[config.mk]
export PLATFORM = sky130hd
export DESIGN_NAME = circular_log_space_allocator
export DESIGN_NICKNAME = d
export VERILOG_FILES = /design/src/design/clla_pkg.sv /design/src/design/circular_log_space_allocator.sv /design/src/design/clla_ram.sv /design/src/design/clla_skid.sv
export SDC_FILE = /design/constraint.sdc
export NUM_CORES = 2
export LEC_CHECK = 0
export BUFFER_PORTS_ARGS = -buffer_cell sky130_fd_sc_hd__buf_2
export CAP_MARGIN = 25
export CORE_MARGIN = 4
export CORE_UTILIZATION = 40
export CTS_CLUSTER_DIAMETER = 40
export DETAILED_ROUTE_END_ITERATION = 6
export SLEW_MARGIN = 30
export SYNTH_ARGS = -nofsm -noshare
export SYNTH_HDL_FRONTEND = slang
export SYNTH_SLANG_ARGS = --single-unit
[constraint.sdc]
create_clock -name clk -period 9.9 [get_ports clk]
set_clock_uncertainty 0.1 [all_clocks]
set_input_delay 0.495 -clock clk [delete_from_list [all_inputs] [get_ports clk]]
set_output_delay 0.495 -clock clk [all_outputs]
set_load 0.005 [all_outputs]
[src/design/clla_pkg.sv]
// ----------------------------------------------------------------------------
// clla_pkg
// Shared field widths, status codes and state type for the circular log
// space allocator.
// ----------------------------------------------------------------------------
package clla_pkg;

    // request fields
    localparam int KEY_W       = 8;
    localparam int VAL_W       = 16;
    localparam int IN_DATA_W   = 24;

    // result fields
    localparam int IDX_W       = 6;
    localparam int OFS_W       = 20;
    localparam int SIZE_W      = 17;
    localparam int ROUND_W     = 32;
    localparam int LIVE_W      = 27;
    localparam int OUT_DATA_W  = 104;
    localparam int OUT_USER_W  = 1;

    // block count register
    localparam int CNT_W       = 7;
    localparam logic [CNT_W-1:0] CNT_RESET = 7'd64;

    // result status codes
    localparam logic STATUS_OK      = 1'b0;
    localparam logic STATUS_TOO_BIG = 1'b1;

    // controller state: RAM clearing sweep, then normal operation
    typedef enum logic {
        ST_CLEAR,
        ST_RUN
    } alloc_state_t;

endpackage

[src/design/circular_log_space_allocator.sv]
// ----------------------------------------------------------------------------
// circular_log_space_allocator
// Allocates space for key/value items in a ring of fixed-size log blocks.
// ----------------------------------------------------------------------------
// Usage:
//   s_axis: one request beat per item (key and value lengths).
//   m_axis: one result beat per request: tuser is the status (too-big flag),
//           tdata holds block index, offset, item size, round and live bytes.
//   cfg:    writes block_count (number of blocks in the ring); always ready.
//           Write it only while the block is idle.
// Output: each result is registered in the output buffer before it is presented.
// Throughput: one request per cycle while s_axis_tready is high. A request that
//   moves allocation to a new block drops s_axis_tready while the free count of
//   the block after it is prefetched from the registered free-space RAM read. A
//   config write drops s_axis_tready for the same reason.
// Reset: all MAX_BLOCKS entries of the free-space RAM are swept to BLOCK_BYTES,
//   one entry per cycle; s_axis_tready stays low during the sweep and in the
//   cycle after it while the first prefetch loads.
// Stall: a two-beat output buffer keeps accepting one more request while
//   m_axis is stalled; s_axis_tready then drops until the buffer drains.
// ----------------------------------------------------------------------------
module circular_log_space_allocator #(
    parameter int MAX_BLOCKS   = 64,
    parameter int BLOCK_BYTES  = 1048576,
    parameter int BATCH_BYTES  = 32768,
    parameter int HEADER_BYTES = 24
) (
    input  logic                              clk,
    input  logic                              rst_n,
    // config: block_count
    input  logic                              cfg_valid,
    output logic                              cfg_ready,
    input  logic [clla_pkg::CNT_W-1:0]        cfg_data,
    // requests
    input  logic                              s_axis_tvalid,
    output logic                              s_axis_tready,
    // [7:0] key_len, [23:8] val_len
    input  logic [clla_pkg::IN_DATA_W-1:0]    s_axis_tdata,
    // results
    output logic                              m_axis_tvalid,
    input  logic                              m_axis_tready,
    // [5:0] block_index, [25:6] offset, [42:26] item_bytes,
    // [74:43] round_count, [101:75] live_bytes, [103:102] zero
    output logic [clla_pkg::OUT_DATA_W-1:0]   m_axis_tdata,
    // [0] status
    output logic [clla_pkg::OUT_USER_W-1:0]   m_axis_tuser
);

    import clla_pkg::*;

    localparam int ADDR_W = (MAX_BLOCKS > 1) ? $clog2(MAX_BLOCKS) : 1;
    localparam int NUM_W  = ADDR_W + 1;
    localparam int FW     = $clog2(BLOCK_BYTES + 1);
    localparam int CW     = (FW > SIZE_W) ? FW : SIZE_W;
    localparam int BUF_W  = OUT_DATA_W + OUT_USER_W;
    localparam logic [FW-1:0]     FULL_FREE = FW'(BLOCK_BYTES);
    localparam logic [ADDR_W-1:0] LAST_ADDR = ADDR_W'(MAX_BLOCKS - 1);

    // ------------------------------------------------------------------
    // registers
    // ------------------------------------------------------------------
    alloc_state_t         state_reg, state_next;
    logic [ADDR_W-1:0]    clr_addr_reg;
    logic [CNT_W-1:0]     block_count_reg;
    logic [ADDR_W-1:0]    cur_reg, cur_next;
    logic [FW-1:0]        cur_free_reg, cur_free_next;
    logic [FW-1:0]        wofs_reg, wofs_next;
    logic [ROUND_W-1:0]   rounds_reg, rounds_next;
    logic [LIVE_W-1:0]    live_reg, live_next;
    logic                 pf_ok_reg, pf_ok_next;

    // ------------------------------------------------------------------
    // combinational signals
    // ------------------------------------------------------------------
    logic                 run_mode;
    logic                 clearing;
    logic                 cfg_fire;
    logic                 in_fire;
    logic                 alloc_fire;
    logic                 move_fire;
    logic [KEY_W-1:0]     klen;
    logic [VAL_W-1:0]     vlen;
    logic [SIZE_W-1:0]    size;
    logic                 too_big;
    logic                 need_move;
    logic [NUM_W-1:0]     n_eff;
    logic [NUM_W-1:0]     cur_inc;
    logic                 step_fwd;
    logic [ADDR_W-1:0]    nxt_addr;
    logic [FW-1:0]        mem_rdata;
    logic [FW-1:0]        nxt_free;
    logic                 do_reclaim;
    logic [ADDR_W-1:0]    base_cur;
    logic [FW-1:0]        base_free;
    logic [FW-1:0]        base_ofs;
    logic [ROUND_W-1:0]   base_rounds;
    logic [LIVE_W-1:0]    base_live;
    logic [FW-1:0]        free_after;
    logic [FW-1:0]        ofs_after;
    logic [LIVE_W-1:0]    live_after;
    logic                 ram_we;
    logic [ADDR_W-1:0]    ram_waddr;
    logic [FW-1:0]        ram_wdata;
    logic [31:0]          idx_wide;
    logic [31:0]          ofs_wide;
    logic [FW-1:0]        res_ofs;
    logic                 res_status;
    logic [ROUND_W-1:0]   res_rounds;
    logic [LIVE_W-1:0]    res_live;
    logic                 buf_in_ready;
    logic [BUF_W-1:0]     buf_in_data;
    logic [BUF_W-1:0]     buf_out_data;

    // ------------------------------------------------------------------
    // controller: clearing sweep then run
    // ------------------------------------------------------------------
    always_comb
    begin
        state_next = state_reg;
        case (state_reg)
            ST_CLEAR:
            begin
                if (clr_addr_reg == LAST_ADDR)
                begin
                    state_next = ST_RUN;
                end
            end
            ST_RUN:
            begin
                state_next = ST_RUN;
            end
            default:
            begin
                state_next = ST_CLEAR;
            end
        endcase
    end

    always_comb
    begin
        case (state_reg)
            ST_CLEAR:
            begin
                clearing = 1'b1;
                run_mode = 1'b0;
            end
            ST_RUN:
            begin
                clearing = 1'b0;
                run_mode = 1'b1;
            end
            default:
            begin
                clearing = 1'b0;
                run_mode = 1'b0;
            end
        endcase
    end

    // ------------------------------------------------------------------
    // handshakes
    // ------------------------------------------------------------------
    assign cfg_ready     = 1'b1;
    assign cfg_fire      = cfg_valid && cfg_ready;
    assign s_axis_tready = run_mode && pf_ok_reg && buf_in_ready;
    assign in_fire       = s_axis_tvalid && s_axis_tready;
    assign alloc_fire    = in_fire && !too_big;
    assign move_fire     = alloc_fire && need_move;

    // ------------------------------------------------------------------
    // item size: header plus both lengths rounded up to 8
    // ------------------------------------------------------------------
    assign klen = s_axis_tdata[KEY_W-1:0];
    assign vlen = s_axis_tdata[KEY_W+VAL_W-1:KEY_W];
    assign size = SIZE_W'(HEADER_BYTES)
                + ((SIZE_W'(klen) + SIZE_W'(7)) & ~SIZE_W'(7))
                + ((SIZE_W'(vlen) + SIZE_W'(7)) & ~SIZE_W'(7));
    assign too_big   = 32'(size) > 32'(BATCH_BYTES);
    assign need_move = CW'(cur_free_reg) < CW'(size);

    // ------------------------------------------------------------------
    // next block in the ring and its prefetched free count
    // ------------------------------------------------------------------
    always_comb
    begin
        if (block_count_reg == '0)
        begin
            n_eff = NUM_W'(1);
        end
        else if (32'(block_count_reg) > 32'(MAX_BLOCKS))
        begin
            n_eff = NUM_W'(MAX_BLOCKS);
        end
        else
        begin
            n_eff = NUM_W'(block_count_reg);
        end
    end

    assign cur_inc    = {1'b0, cur_reg} + NUM_W'(1);
    assign step_fwd   = cur_inc < n_eff;
    assign nxt_addr   = step_fwd ? cur_inc[ADDR_W-1:0] : '0;
    assign nxt_free   = (nxt_addr == cur_reg) ? cur_free_reg : mem_rdata;
    assign do_reclaim = !step_fwd || (rounds_reg != '0);

    // ------------------------------------------------------------------
    // block selection and reclaim
    // ------------------------------------------------------------------
    always_comb
    begin
        if (need_move)
        begin
            base_cur    = nxt_addr;
            base_ofs    = '0;
            base_rounds = step_fwd ? rounds_reg : rounds_reg + ROUND_W'(1);
            if (do_reclaim)
            begin
                base_free = FULL_FREE;
                base_live = live_reg - LIVE_W'(FULL_FREE - nxt_free);
            end
            else
            begin
                base_free = nxt_free;
                base_live = live_reg;
            end
        end
        else
        begin
            base_cur    = cur_reg;
            base_ofs    = wofs_reg;
            base_rounds = rounds_reg;
            base_free   = cur_free_reg;
            base_live   = live_reg;
        end
    end

    // ------------------------------------------------------------------
    // allocation inside the chosen block
    // ------------------------------------------------------------------
    assign free_after = (CW'(base_free) >= CW'(size))
                      ? FW'(CW'(base_free) - CW'(size)) : '0;
    assign ofs_after  = FW'(CW'(base_ofs) + CW'(size));
    assign live_after = base_live + LIVE_W'(size);

    // ------------------------------------------------------------------
    // state update
    // ------------------------------------------------------------------
    always_comb
    begin
        cur_next      = cur_reg;
        cur_free_next = cur_free_reg;
        wofs_next     = wofs_reg;
        rounds_next   = rounds_reg;
        live_next     = live_reg;
        if (alloc_fire)
        begin
            cur_next      = base_cur;
            cur_free_next = free_after;
            wofs_next     = ofs_after;
            rounds_next   = base_rounds;
            live_next     = live_after;
        end
    end

    // prefetch stays good while the ring position and size hold still
    assign pf_ok_next = run_mode && !move_fire && !cfg_fire;

    always_ff @(posedge clk or negedge rst_n)
    begin
        if (!rst_n)
        begin
            state_reg       <= ST_CLEAR;
            clr_addr_reg    <= '0;
            block_count_reg <= CNT_RESET;
            cur_reg         <= '0;
            cur_free_reg    <= FULL_FREE;
            wofs_reg        <= '0;
            rounds_reg      <= '0;
            live_reg        <= '0;
            pf_ok_reg       <= 1'b0;
        end
        else
        begin
            state_reg    <= state_next;
            cur_reg      <= cur_next;
            cur_free_reg <= cur_free_next;
            wofs_reg     <= wofs_next;
            rounds_reg   <= rounds_next;
            live_reg     <= live_next;
            pf_ok_reg    <= pf_ok_next;
            if (clearing)
            begin
                clr_addr_reg <= clr_addr_reg + ADDR_W'(1);
            end
            if (cfg_fire)
            begin
                block_count_reg <= cfg_data;
            end
        end
    end

    // ------------------------------------------------------------------
    // free-space RAM: sweep on reset, write back the block being left
    // ------------------------------------------------------------------
    assign ram_we    = clearing || move_fire;
    assign ram_waddr = clearing ? clr_addr_reg : cur_reg;
    assign ram_wdata = clearing ? FULL_FREE : cur_free_reg;

    clla_ram #(
        .WIDTH (FW),
        .DEPTH (MAX_BLOCKS)
    ) u_free_ram (
        .clk   (clk),
        .we    (ram_we),
        .waddr (ram_waddr),
        .wdata (ram_wdata),
        .raddr (nxt_addr),
        .rdata (mem_rdata)
    );

    // ------------------------------------------------------------------
    // result beat
    // ------------------------------------------------------------------
    assign res_status = too_big ? STATUS_TOO_BIG : STATUS_OK;
    assign idx_wide   = 32'(too_big ? cur_reg : base_cur);
    assign res_ofs    = too_big ? '0 : base_ofs;
    assign ofs_wide   = 32'(res_ofs);
    assign res_rounds = too_big ? rounds_reg : base_rounds;
    assign res_live   = too_big ? live_reg : live_after;

    assign buf_in_data = {res_status, 2'b00, res_live, res_rounds, size,
                          ofs_wide[OFS_W-1:0], idx_wide[IDX_W-1:0]};

    clla_skid #(
        .WIDTH (BUF_W)
    ) u_out_buf (
        .clk       (clk),
        .rst_n     (rst_n),
        .in_valid  (in_fire),
        .in_ready  (buf_in_ready),
        .in_data   (buf_in_data),
        .out_valid (m_axis_tvalid),
        .out_ready (m_axis_tready),
        .out_data  (buf_out_data)
    );

    assign m_axis_tdata = buf_out_data[OUT_DATA_W-1:0];
    assign m_axis_tuser = buf_out_data[BUF_W-1:OUT_DATA_W];

    // ------------------------------------------------------------------
    // assertions
    // ------------------------------------------------------------------
    // a move reloads the prefetch, so the following cycle takes no request
    a_move_bubble: assert property (@(posedge clk) disable iff (!rst_n)
        move_fire |=> !s_axis_tready)
        else $error("request taken while prefetch was stale");

    // the current block never holds more free bytes than a block has
    a_free_bound: assert property (@(posedge clk) disable iff (!rst_n)
        cur_free_reg <= FULL_FREE)
        else $error("current block free count above block size");

    // a round is counted only by a move that lands on block zero
    a_round_wrap: assert property (@(posedge clk) disable iff (!rst_n)
        (rounds_reg != $past(rounds_reg)) |-> $past(move_fire) && (cur_reg == '0))
        else $error("round count changed without a wrap to block zero");

    // the live total changes only through an accepted allocation
    a_live_source: assert property (@(posedge clk) disable iff (!rst_n)
        (live_reg != $past(live_reg)) |-> $past(alloc_fire))
        else $error("live byte total changed without an allocation");

endmodule

[src/design/clla_ram.sv]
// ----------------------------------------------------------------------------
// clla_ram
// Generic simple dual-port RAM: one write port, one read port, registered
// read data (old data on a same-address collision).
// ----------------------------------------------------------------------------
module clla_ram #(
    parameter int WIDTH = 21,
    parameter int DEPTH = 64
) (
    input  logic                                  clk,
    input  logic                                  we,
    input  logic [(DEPTH > 1 ? $clog2(DEPTH) : 1)-1:0] waddr,
    input  logic [WIDTH-1:0]                      wdata,
    input  logic [(DEPTH > 1 ? $clog2(DEPTH) : 1)-1:0] raddr,
    output logic [WIDTH-1:0]                      rdata
);

    logic [WIDTH-1:0] mem [DEPTH];

    // write port and registered read port
    always_ff @(posedge clk)
    begin
        if (we)
        begin
            mem[waddr] <= wdata;
        end
        rdata <= mem[raddr];
    end

endmodule

[src/design/clla_skid.sv]
// ----------------------------------------------------------------------------
// clla_skid
// Two-entry output buffer: an output register plus a skid register, so the
// upstream ready is registered and never waits on the downstream ready.
// ----------------------------------------------------------------------------
module clla_skid #(
    parameter int WIDTH = 105
) (
    input  logic             clk,
    input  logic             rst_n,
    input  logic             in_valid,
    output logic             in_ready,
    input  logic [WIDTH-1:0] in_data,
    output logic             out_valid,
    input  logic             out_ready,
    output logic [WIDTH-1:0] out_data
);

    logic             out_valid_reg;
    logic [WIDTH-1:0] out_data_reg;
    logic             skid_valid_reg;
    logic [WIDTH-1:0] skid_data_reg;
    logic             in_fire;

    assign in_ready  = !skid_valid_reg;
    assign in_fire   = in_valid && in_ready;
    assign out_valid = out_valid_reg;
    assign out_data  = out_data_reg;

    // control
    always_ff @(posedge clk or negedge rst_n)
    begin
        if (!rst_n)
        begin
            out_valid_reg  <= 1'b0;
            skid_valid_reg <= 1'b0;
        end
        else if (out_ready || !out_valid_reg)
        begin
            out_valid_reg  <= skid_valid_reg || in_fire;
            skid_valid_reg <= 1'b0;
        end
        else if (in_fire)
        begin
            skid_valid_reg <= 1'b1;
        end
    end

    // payload
    always_ff @(posedge clk)
    begin
        if (out_ready || !out_valid_reg)
        begin
            out_data_reg <= skid_valid_reg ? skid_data_reg : in_data;
        end
        else if (in_fire)
        begin
            skid_data_reg <= in_data;
        end
    end

    // a beat parked in the skid stage never overtakes the one in the output
    a_skid_only_when_stalled: assert property (@(posedge clk) disable iff (!rst_n)
        $rose(skid_valid_reg) |-> $past(out_valid_reg) && !$past(out_ready))
        else $error("skid entry filled while output was free");

    // with a beat waiting in the skid stage the output register is occupied
    a_skid_implies_out: assert property (@(posedge clk) disable iff (!rst_n)
        skid_valid_reg |-> out_valid_reg)
        else $error("skid entry holds data while output register is empty");

    // a stalled output beat holds its payload
    a_out_hold: assert property (@(posedge clk) disable iff (!rst_n)
        out_valid_reg && !out_ready |=> $stable(out_data_reg))
        else $error("output payload changed while stalled");

endmodule
==> results.yml <==
critical_path:
  worst_ep_required_time_ps: 10410
  cp-end-kind: "register"
  r2r_cells: 32
  rrSetupSlack_ps: 1190
  crit_path_frequent_cell: "ha_1"
  r2r_start: "cur_reg[1]"
  slowest_stage: "or3_1"
  crit_type: "register to register"
  path_max_fanout: 33
  cp_slowest_stage_delay_ps: 480
  arrival_ps: 9220
  r2r_end: "u_out_buf.out_data[100]"
  startpoint_type: "register"
global_routing:
  grt_usage_pct: 20.8
  grt.overflow.total: 0
  grt_pass1_vias: 46300
  antenna_found_initial: 4
  grt_max_degree: 170
  grt_pass1_wl_mm: 304
clocking:
  cts-root-buf: "clkbuf_16"
  cts.sinks: 1688
  cts_buffers: 219
  clock_path_buffers: 3
  cts_tree: "done"
  insertion_delay_ps: 870
  cts_resized: 0
  clkTransAtPathRegs_ps: 60
  htreeDepth: 4
  post_cts_buffers: 0
routing:
  drtIter0Drc: 5223
  routedLengthMet1_mm: 88.5
  vias: 49100
  avgRoutedWirePerCell_um: 23.4
  post-route-drc-count: 0
  drt_pass1_iterations: 5
  ant_nets: 0
  dr_wl_met2_mm: 94.7
  dr.max_layer_used: "met4"
  totalWireLength_mm: 205
  wl_met3_mm: 15.6
  via_per_inst: 5.60
placement:
  globalplace.congestion: 0.881
  post-place-ws_ps: 816
  dp_hpwl_mm: 120
  place_inst: 8332
  portBuffers: 137
timing:
  relSlewSlack_pct: 30.0
  slew_viol_final: 0
  final_hold_viol_count: 0
  setup_tns_ps: 0
  rsz0062_at_grt: "no"
  tightest_slew_ps: 1050
  fmaxAchievable_ghz: 0.115
  holdWs_ps: 115
  period_share_pct: 88.0
  layout_min_cycle_time_ps: 8710
  setup_viol: 0
  fin_ws_ps: 1190
layout:
  layout-drive-gt1-share_pct: 14.6
  layout.nets: 6246
  final_cell_mix: "1544 x edfxtp_1, 1297 x nand2_1, 278 x nor2_1"
  largest_register_ffs: 1344
  stdcell_count: 8759
  layout_commonest_cell: "edfxtp_1"
  nFillCells: 16200
  syn_to_final_growth_pct: 15.9
synthesis:
  ys_seq_area_share_pct: 67.8
  synth.distinct_cells: 96
  syn-instance-count: 5962
  synth-main-ff-cell: "edfxtp_1"
  yosys_warnings: 0
  synth_edf_count: 1544
  synth_async_sr_flop_share_pct: 7.29
  avgSynthCellArea_um2: 12.3
  synth_area_mm2: 0.0736
  synth-seq-cells: 1688
min_path:
  min_path_cells: 3
  hold_path.class: "primary input to register"
  hp-start: "s_axis_tdata[20]"
  hold_end: "u_out_buf.skid_data_reg[38]"
flow_run:
  drv_cap: 0
power:
  leakage_nw: 29.6
  powerDensity_mw_per_mm2: 196
  peakVddDrop_v: 0.000164
floorplanning:
  start_util_pct: 40.2
  die_area_mm2: 0.191
  num_rows: 157
  die_w_um: 437
  die_h_um: 437
  io_pins: 144
  core_area_mm2: 0.183
outcome:
  status: "finished, final reports clean"
-- what timing repair did --
action / 4_1_cts / 5_1_grt
hold buffers: 11 / 0
endpoints found under the hold margin: 81 / 0
endpoints found under the setup margin: 0 / 0
-- power breakdown --
| group | leakage (nW) | switching, mW | internal, mW |
|---|---|---|---|
| logic | 11.5 | 0.583 | 0.322 |
| clock network | 3.66 | 3.29 | 4.80 |
| registers | 14.5 | 0.0242 | 7.72 |
-- stage by stage --
stage | power [mW] | cell area (um2) | util [%]
6_report | 16.7 | 85300 | 46.6
5_1_grt | 17.3 | 85300 | 46.6
4_1_cts | 16.9 | 85300 | 46.6
3_5_place_dp | 8.79 | 77500 | 42.4
3_3_place_gp | 8.78 | 77400 | 42.3
2_1_floorplan | 8.48 | 73600 | -
-- kinds of logic (layout without fill, tap and decap cells) --
group	Yosys count	in the layout	share of synthesized area [%]
DFF	1688	1688	67.8
buffers and inverters	441	768	2.32
other	2	8	0.0102
AOI/OAI and AO/OA	1109	1109	10.2
adders and majority gates	110	110	1.91
xor gates and xnor gates	177	177	2.13
muxes	142	142	2.15
and+or+nand+nor	2293	2293	13.5
-- critical path, delay by kind of cell (launching register included) --
kind            cells  cell delay [ps]
xor+xnor            4              710
fa+ha+maj           5             1570
flops               1              450
simple gates       10             2240
compound gates      8             1820
mux                 3              970
buf+inv             2              560
-- cell type report --
| type | instances | area, um2 | share of cell area (%) |
|---|---|---|---|
| flip-flops and latches | 1688 | 49900 | 58.5 |
| multi-input cells | 3837 | 22400 | 26.2 |
| clock buffers | 244 | 5580 | 6.55 |
| well taps | 2464 | 3080 | 3.62 |
| clock inverters | 170 | 2080 | 2.44 |
| repair buffers | 293 | 2050 | 2.41 |
| inverters | 61 | 234 | 0.274 |
| diodes | 2 | 5.00 | 0.00587 |
-- Yosys cell counts, drive strengths merged (33+ instances only) --
| master | instances | area (um2) |
|---|---|---|
| edfxtp | 1544 | 46400 |
| nand2 | 1300 | 4880 |
| nor2 | 351 | 1330 |
| clkbuf | 320 | 1200 |
| a31oi | 262 | 1660 |
| nand3 | 217 | 1090 |
| o21ai | 216 | 1090 |
| a21oi | 159 | 800 |
| nor3 | 131 | 714 |
| mux2 | 126 | 1420 |
| dfrtp | 121 | 3030 |
| xnor2 | 119 | 1040 |
| ha | 106 | 1330 |
| and3 | 104 | 651 |
| o211ai | 88 | 661 |
| a311oi | 85 | 744 |
| o221ai | 84 | 736 |
| a211oi | 78 | 591 |
| and2 | 61 | 382 |
| inv | 61 | 229 |
| buf | 60 | 278 |
| xor2 | 57 | 499 |
| a21o | 33 | 248 |
-- layer usage --
layer / global-route usage, % / up-vias
met5: 0 / -
met4: 6.60 / 0
met3: 3.40 / 306
met2: 32.8 / 1937
met1: 29.6 / 24400
li1: - / 22500
-- worst max-delay path by stage --
stage | startpoint | to | slack (ps) | depth (start not counted)
final | cur_reg[1] | u_out_buf.out_data[100] | 1190 | 32
after global routing | cur_reg[1] | u_out_buf.out_data[100] | 550 | 32
after CTS | cur_reg[1] | u_out_buf.out_data[100] | 1190 | 32
after detailed placement | s_axis_tdata[8] | u_out_buf.out_data[100] | 820 | 37
after global placement | s_axis_tdata[8] | u_out_buf.out_data[100] | 910 | 37
after floorplan | s_axis_tdata[8] | u_out_buf.out_data[100] | 1240 | 39
Power figures use the tool's default switching activity.
